**src/elevator_scan_controller_defines.svh**
```systemverilog
// assertion macros shared by the elevator scan controller rtl
`ifndef ELEVATOR_SCAN_CONTROLLER_DEFINES_SVH
`define ELEVATOR_SCAN_CONTROLLER_DEFINES_SVH

`ifndef NO_ASSERTIONS

// checked on every edge out of reset
`define ESC_ASSERT(lbl, prop, msg) \
  lbl: assert property (@(posedge clk) disable iff (rst) prop) else $error(msg);

// checked on every edge, reset included
`define ESC_ASSERT_ALWAYS(lbl, prop, msg) \
  lbl: assert property (@(posedge clk) prop) else $error(msg);

`else

`define ESC_ASSERT(lbl, prop, msg)

`define ESC_ASSERT_ALWAYS(lbl, prop, msg)

`endif

`endif

```
**src/esc_pkg.sv**
```systemverilog
package esc_pkg;

  // item opcodes
  localparam logic OP_TICK = 1'b0;
  localparam logic OP_REQ  = 1'b1;

  // mode codes as reported on the result
  localparam logic [1:0] MODE_SAME = 2'd0;
  localparam logic [1:0] MODE_OPP  = 2'd1;
  localparam logic [1:0] MODE_REV  = 2'd2;

  typedef enum logic [2:0] {
    CTRL_SAME = 3'b001,
    CTRL_OPP  = 3'b010,
    CTRL_REV  = 3'b100
  } ctrl_t;

  typedef struct packed {
    logic       op;
    logic [7:0] up_mask;
    logic [7:0] down_mask;
  } cmd_t;

  typedef struct packed {
    logic [2:0] car_floor;
    logic       heading_up;
    logic [1:0] mode;
    logic       moved;
    logic [7:0] pending_up;
    logic [7:0] pending_down;
  } res_t;

  typedef struct packed {
    logic [7:0] up_req;
    logic [7:0] down_req;
    logic [2:0] position;
    logic       going_up;
    ctrl_t      ctrl;
  } car_state_t;

  function automatic logic [1:0] mode_code(ctrl_t c);
    logic [1:0] m;
    case (c)
      CTRL_SAME: m = MODE_SAME;
      CTRL_OPP:  m = MODE_OPP;
      default:   m = MODE_REV;
    endcase
    return m;
  endfunction

endpackage

```
**src/esc_step.sv**
```systemverilog
module esc_step import esc_pkg::*; #(
  parameter int SPAN = 8
) (
  input  cmd_t       cmd,
  input  car_state_t cur,
  output car_state_t nxt,
  output logic       moved
);

  localparam int         FM_INT     = (1 << SPAN) - 1;
  localparam logic [7:0] FLOOR_MASK = 8'(FM_INT);
  localparam logic [3:0] SPAN_W     = 4'(SPAN);

  logic [7:0] above_mask;
  logic [7:0] below_mask;
  logic [7:0] same;
  logic [7:0] opp;
  logic       act;
  logic [3:0] pos_inc;
  logic [2:0] new_pos;
  logic       can_move;
  logic [7:0] clr;

  always_comb begin
    pos_inc    = {1'b0, cur.position} + 4'd1;
    above_mask = (8'hFF << pos_inc) & FLOOR_MASK;
    below_mask = ~(8'hFF << cur.position);
    same = cur.going_up ? (cur.up_req & above_mask) : (cur.down_req & below_mask);
    opp  = cur.going_up ? (cur.down_req & above_mask) : (cur.up_req & below_mask);

    // car can only leave if it stays inside the shaft
    if (cur.going_up) begin
      can_move = pos_inc < SPAN_W;
      new_pos  = pos_inc[2:0];
    end else begin
      can_move = cur.position != 3'd0;
      new_pos  = cur.position - 3'd1;
    end
    clr = ~(8'd1 << new_pos);

    nxt   = cur;
    moved = 1'b0;
    act   = 1'b1;

    if (cmd.op == OP_REQ) begin
      nxt.up_req   = (cur.up_req | cmd.up_mask) & FLOOR_MASK;
      nxt.down_req = (cur.down_req | cmd.down_mask) & FLOOR_MASK;
    end else begin
      case (cur.ctrl)
        CTRL_SAME: begin
          if (same == 8'd0) begin
            nxt.ctrl = CTRL_OPP;
            act      = 1'b0;
          end
        end
        CTRL_OPP: begin
          if (opp == 8'd0) begin
            nxt.ctrl = CTRL_REV;
          end
        end
        default: begin
          // opposite-direction requests win over same-direction ones
          if (opp != 8'd0) begin
            nxt.ctrl = CTRL_OPP;
          end else if (same != 8'd0) begin
            nxt.ctrl = CTRL_SAME;
          end else begin
            nxt.ctrl = CTRL_REV;
          end
        end
      endcase

      if (act) begin
        if (nxt.ctrl == CTRL_REV) begin
          nxt.going_up = ~cur.going_up;
        end else if (can_move) begin
          moved        = 1'b1;
          nxt.position = new_pos;
          nxt.up_req   = cur.up_req & clr;
          nxt.down_req = cur.down_req & clr;
        end
      end
    end
  end

endmodule

```
**src/elevator_scan_controller.sv**
```systemverilog
// SCAN elevator scheduler. Request items (op=1) OR floor bits into the pending
// up and down masks; tick items (op=0) run one controller step: a possible mode
// change, then a one-floor move (if the car stays inside the shaft) or a direction
// flip, except that a switch from same-direction to opposite service takes the
// whole step. Every item gives exactly one result carrying the car state after
// that item. An item is registered in the stage register on entry, worked there by
// one pass of priority-mask logic against the car state, and written to the result
// register, so one item is taken per cycle while the result side does not stall.
// Only floors below min(FLOORS, 8) are tracked. After reset the car sits at floor 0 heading up in reverse mode.
`include "elevator_scan_controller_defines.svh"

module elevator_scan_controller import esc_pkg::*; #(
  parameter int FLOORS = 8
) (
  input  logic clk,
  input  logic rst,
  input  logic cmd_valid,
  output logic cmd_stall,
  input  cmd_t cmd,
  output logic res_valid,
  input  logic res_stall,
  output res_t res
);

  localparam int         SPAN       = (FLOORS > 8) ? 8 : FLOORS;
  localparam int         FM_INT     = (1 << SPAN) - 1;
  localparam logic [7:0] FLOOR_MASK = 8'(FM_INT);

  logic       stage_valid;
  cmd_t       stage_cmd;
  logic       stage_go;
  logic       cmd_take;
  car_state_t state;
  car_state_t state_next;
  logic       moved_next;

  assign stage_go  = stage_valid && (!res_valid || !res_stall);
  assign cmd_stall = stage_valid && !stage_go;
  assign cmd_take  = cmd_valid && !cmd_stall;

  esc_step #(
    .SPAN(SPAN)
  ) u_step (
    .cmd   (stage_cmd),
    .cur   (state),
    .nxt   (state_next),
    .moved (moved_next)
  );

  always_ff @(posedge clk) begin
    if (rst) begin
      stage_valid <= 1'b0;
    end else if (cmd_take) begin
      stage_valid <= 1'b1;
    end else if (stage_go) begin
      stage_valid <= 1'b0;
    end
    if (cmd_take) begin
      stage_cmd <= cmd;
    end
  end

  always_ff @(posedge clk) begin
    if (rst) begin
      state.up_req   <= 8'd0;
      state.down_req <= 8'd0;
      state.position <= 3'd0;
      state.going_up <= 1'b1;
      state.ctrl     <= CTRL_REV;
    end else if (stage_go) begin
      state <= state_next;
    end
  end

  always_ff @(posedge clk) begin
    if (rst) begin
      res_valid <= 1'b0;
    end else if (stage_go) begin
      res_valid <= 1'b1;
    end else if (!res_stall) begin
      res_valid <= 1'b0;
    end
    if (stage_go) begin
      res.car_floor    <= state_next.position;
      res.heading_up   <= state_next.going_up;
      res.mode         <= mode_code(state_next.ctrl);
      res.moved        <= moved_next;
      res.pending_up   <= state_next.up_req;
      res.pending_down <= state_next.down_req;
    end
  end

  `ESC_ASSERT(a_stall_only_when_full, cmd_stall |-> stage_valid,
              "input stalled with an empty stage")
  `ESC_ASSERT(a_move_not_in_reverse,
              (res_valid && res.moved) |-> (res.mode != MODE_REV),
              "car moved in reverse mode")
  `ESC_ASSERT(a_move_changes_floor,
              (stage_go && moved_next) |=> (state.position != $past(state.position)),
              "move left the car on the same floor")
  `ESC_ASSERT(a_no_requests_off_shaft,
              ((state.up_req | state.down_req) & ~FLOOR_MASK) == 8'd0,
              "request stored beyond the shaft")
  `ESC_ASSERT_ALWAYS(a_reset_state,
                     $past(rst) |-> (state.ctrl == CTRL_REV && state.position == 3'd0
                                     && !res_valid),
                     "wrong state after reset")

endmodule

```
**config.mk**
```make
export PLATFORM = sky130hd
export DESIGN_NAME = elevator_scan_controller
export DESIGN_NICKNAME = d
export VERILOG_FILES = /design/src/esc_pkg.sv /design/src/esc_step.sv /design/src/elevator_scan_controller.sv
export VERILOG_INCLUDE_DIRS = /design/src /design/src/src
export SDC_FILE = /design/constraint.sdc
export NUM_CORES = 1
export LEC_CHECK = 0
export BUFFER_PORTS_ARGS = -buffer_cell sky130_fd_sc_hd__buf_2
export CAP_MARGIN = 20
export CORE_MARGIN = 2
export CORE_UTILIZATION = 45
export CTS_BUF_LIST = sky130_fd_sc_hd__clkbuf_16
export CTS_CLUSTER_SIZE = 24
export DETAILED_ROUTE_END_ITERATION = 10
export PLACE_DENSITY = 0.65
export SLEW_MARGIN = 20
export SYNTH_ARGS = -nofsm -noshare
export SYNTH_HDL_FRONTEND = slang
export SYNTH_SLANG_ARGS = --single-unit
```
**constraint.sdc**
```tcl
create_clock -name clk -period 3.8 [get_ports clk]
set_clock_uncertainty 0.05 [all_clocks]
set_input_delay 0.38 -clock clk [delete_from_list [all_inputs] [get_ports clk]]
set_output_delay 0.38 -clock clk [all_outputs]
set_load 0.03 [all_outputs]
```
* Word level (Yosys, flattened, before mapping) *
Cells that the tools add are included.

word-level totals
  register bits = 65
  word-level logic and storage cells = 80
  input port bits = 21

operators by class
  shift-type cells = 3
  eq/ne operators = 6
  $lt $le $gt $ge = 1
  reduce and logical (&&, ||, !) cells = 15
  add/subtract/negate cells = 2
  bitwise logic cells = 12
  muxes and demuxes = 25

operator list
  kind                                                 number
  bitwise AND 8 bit                                    6
  two-way mux 19 bit                                   2
  two-way mux 20 bit                                   1
  two-way mux 3 bit                                    6
  zero test 8 bit                                      2
  two-way mux 16 bit                                   1
  two-way mux 8 bit                                    2
  NOT 8 bit                                            2
  bitwise OR 8 bit                                     2
  nonzero test 8 bit                                   2
  two-way mux 1 bit                                    10
  left shift 1 x 3 -> 8 bit, first input constant      1
  left shift 8 x 3 -> 8 bit, first input constant      1
  left shift 8 x 4 -> 8 bit, first input constant      1
  two-way mux 7 bit                                    1
  equality test 3 x 1 -> 1 bit, second input constant  2
  equality test 3 x 2 -> 1 bit, second input constant  2
  one-hot mux 3 bit (2 select lines)                   1
  adder 3 x 1 -> 4 bit, second input constant          1
  zero test 1 bit                                      4
  less-than comparator 4 bit, second input constant    1
  one-hot mux 2 bit (2 select lines)                   1
  equality test 3 bit, second input constant           1
  logical AND 1 bit                                    3
  other kinds (7)                                      8

* Longest topological paths before layout *
  word-level depth = 15
  depth in mapped cells = 12
  depth with buffers taken out = 9

* Cells and area by module *
From an unflattened synthesis, not the netlist that was laid out.

unflattened totals
  cell total of the unflattened synthesis = 270
  area total of the unflattened synthesis = 3130.5 µm²

by module, submodules not included
  module                    cells an instance  sequential area each (µm²)  instances  area an instance (µm²)
  elevator_scan_controller  153                1701.6                      1          2346.0
  esc_step                  117                0.0                         1          784.5

* Worst setup path before layout *
OpenSTA, ideal clock, no wires.

  path type = register to register
  start = reg state[4] (netlist bit)
  end = reg res[5] (netlist bit), data pin
  stages on the path, launching flop included = 12
  path slack = 1.030 ns
  buffers on the path = 2
  clock period less this slack = 2.770 ns
  data arrival time = 2.452 ns
  library setup time = 0.269 ns
  cells stage by stage = dfxtp_1 > clkbuf_2 > inv_1 > ha_1 > nand2b_1 > a21o_1 > a32oi_1 > a41oi_4 > o22ai_4 > nor3_4 > buf_6 > a21oi_1

RTL lines
  item                    line                            source
  start, declared         elevator_scan_controller.sv:33  car_state_t state;
  start signal, assigned  elevator_scan_controller.sv:71  state <= state_next;
  end, declared           elevator_scan_controller.sv:22  output res_t res

==> flow_summary.ini <==
[outcome]
outcome = finished clean

[routing]
wl_per_cell_um = 17.4
drtPass1Iterations = 5
vias = 2360
vias_per_cell = 5.89
routed_wirelength_mm = 6.97
drc_errors = 0
initialDrtViolationCount = 367
antenna_left = 0

[final_layout]
fillers = 577
nets = 342
utilization = 0.549
multi_input_area_um2 = 1250
fin_area_um2 = 3670
register_area_um2 = 1700
area_growth_pct = 20.0
n_antenna_cell = 0
layout-drive-gt1-share = 0.243

[floorplanning]
die_width_um = 86.4
initial_core_util = 0.458
die_area_um2 = 7470
row_count = 30
core_um2 = 6680
ioPinCount = 46
die_h_um = 86.4

[hold_path]
hold_class = in2reg
whs_endpoint = stage_cmd[7]
holdPathStages = 1
min_from = cmd[7]

[power]
p_seq_frac = 0.408
vdd_drop_max_v = 0.000294
p_comb_frac = 0.123
p_sw_frac = 0.246
p_leak_nw = 1.36
p_per_area_nw_per_um2 = 549
p_int_mw = 1.52
switchingPower_uw = 495
clkPwrFrac = 0.469

[synth]
synth_top_area_share = 0.393
synth_edf_count = 40
synth-main-ff-cell = edfxtp_1
ys_top_cells_by_area = edfxtp_1, dfxtp_1, a21oi_1, a211oi_1, a31oi_1
ys_seq_area_frac = 0.556
synth_nets = 299
ys.warnings.count = 0
ys_types = 54
ys_ff_latch = 65
netlist.top_cell.by_area = edfxtp_1
yosysMostFrequentCell = a21oi_1
synthTopCellsByCount = a21oi_1, edfxtp_1, dfxtp_1
synthArstFlopShare = 0
synthCells = 273
netlist_area_um2 = 3060
syn_area_per_cell_um2 = 11.2

[timing]
fin_crit_sh = 0.894
hold_violations = 0
timing.slew.headroom = 0.476
tightest_slew_ns = 0.780
fin_crit_ns = 3.40
fmax_mhz = 294
rsz0062_at_grt = no
fin_tns_setup_ns = 0
setup_viol = 0
maxSlewViolCount = 0

[clock_tree]
cts_buffers = 9
cts_resized = 0
cts.sinks = 65
cts_tree = built
cts.path.max_buffers = 2
post_cts_buffers = 0
ctsHoldBuffers = 0
clk_latency_ns = 0.33
h-tree-depth = 3
path_clk_slew_ns = 0.06
cts_root_buf = clkbuf_16

[placement]
hpwl_mm = 4.77
dpl_cell_area_um2 = 3320
portBuffers = 45
gp_congestion = 0.899

[critical_path]
worstSetupStartpointType = register
rr_startpoint = state[4]
path_class = reg2reg
cpPeakStageDelay_ns = 0.66
path_max_fanout = 19
crit_arrival_ns = 3.39
reg2reg_depth = 9
r2r_setup_slack_ns = 0.40
crit_path_end_kind = register
crit_buf_inv = 1
critical_path.cell_chain = inv_1, ha_1, nor2b_2, a2111oi_4, o221ai_1, o22a_1, o22ai_4, nor3_4, a21oi_1
slowest_stage = nor3_4
cp.required_ns = 3.79
cpLargestDelayFamily = compound AO/OA/AOI/OAI gates
r2r_end = res[8]

[global_routing]
antenna_found_initial = 0
grt_pass1_vias = 2107
overflow = 0
globalRouteTotalUtil = 0.199
grt_max_degree = 43
grt_pass1_wl_mm = 11.1

[job]
drv_cap = 0
-- registers in the layout (all words and copies together), names as in the netlist --
| register | flops |
|---|---|
| res | 23 |
| state | 23 |
| stage_cmd | 17 |
| res_valid | 1 |
| stage_valid | 1 |
-- placed cells by master, fill, tap and decap left out, drive strengths merged, types with 2 or more instances in the layout --
cell     n
buf     48
edfxtp  40
nand2    8
dfxtp   25
a31oi   17
o22ai    4
mux2i    3
nand2b   4
a211o    2
nor2    23
nor3     5
nor2b    4
a21o     2
nand3b   3
bufinv   3
xor2     2
inv      9
and3     2
ha       5
mux2     2
o21ai    8
nand3    4
xnor2    6
a211oi  17
a21boi   2
a221oi   2
a21oi   44
clkbuf   9
-- worst max-delay path by stage --
stage	slack, ns	end	start	cells past startpoint
2_1_floorplan	1.03	res[5]	state[4]	11
3_3_place_gp	0.59	res[21]	state[4]	9
3_5_place_dp	0.44	res[11]	state[4]	9
4_1_cts	0.42	res[14]	state[4]	9
5_1_grt	0.19	res[8]	state[4]	9
6_report	0.40	res[8]	state[4]	9
-- cell type report --
class                   count  share of cell area
clock buffers               9              0.0614
well taps                  80              0.0273
inverters                   7             0.00716
clock inverters             7              0.0324
flip-flops and latches     65               0.464
repair buffers             48              0.0675
multi-input cells         185               0.340
-- power by group through the flow --
stage	logic (mW)	clock network (mW)	registers (mW)
after floorplan	0.166	0	0.857
after global placement	0.246	0	0.836
after detailed placement	0.246	0	0.836
after CTS	0.247	0.953	0.821
after global routing	0.271	0.988	0.826
final	0.248	0.945	0.822
-- through the flow --
| stage | hold slack (ns) | total power [mW] | setup slack [ns] | cells |
|---|---|---|---|---|
| floorplan | 0.394 | 1.02 | 1.03 | 273 |
| finish | 0.174 | 2.02 | 0.402 | 401 |
| global route | 0.167 | 2.08 | 0.193 | 401 |
| detailed placement | 0.430 | 1.08 | 0.441 | 385 |
| CTS | 0.167 | 2.02 | 0.423 | 401 |
| global placement | 0.409 | 1.08 | 0.590 | 385 |
-- layer usage --
metal | track usage | share of wire
met1 | 0.299 | 0.49
met2 | 0.280 | 0.44
met3 | 0.0381 | 0.060
met4 | 0.0852 | 0.018
met5 | 0 | 0
-- kinds of logic (layout without fill, tap and decap cells) --
logic type | Yosys count | after routing | share of synthesized area
buffers and inverters | 23 | 71 | 0.0389
adder cells (fa/ha/maj) | 5 | 5 | 0.0205
AND/OR/NAND/NOR | 56 | 56 | 0.0937
AO/OA/AOI/OAI | 111 | 111 | 0.250
multiplexers | 5 | 5 | 0.0172
flip-flops | 65 | 65 | 0.556
XOR/XNOR | 8 | 8 | 0.0229
-- worst register-to-register path: stages, from the launching register on --
cell and delay [ns]:
dfxtp_1 0.52, inv_1 0.22, ha_1 0.45, nor2b_2 0.20, a2111oi_4 0.07, o221ai_1 0.18, o22a_1 0.42, o22ai_4 0.19
nor3_4 0.66, a21oi_1 0.17
(Power assumes the default switching activity.)
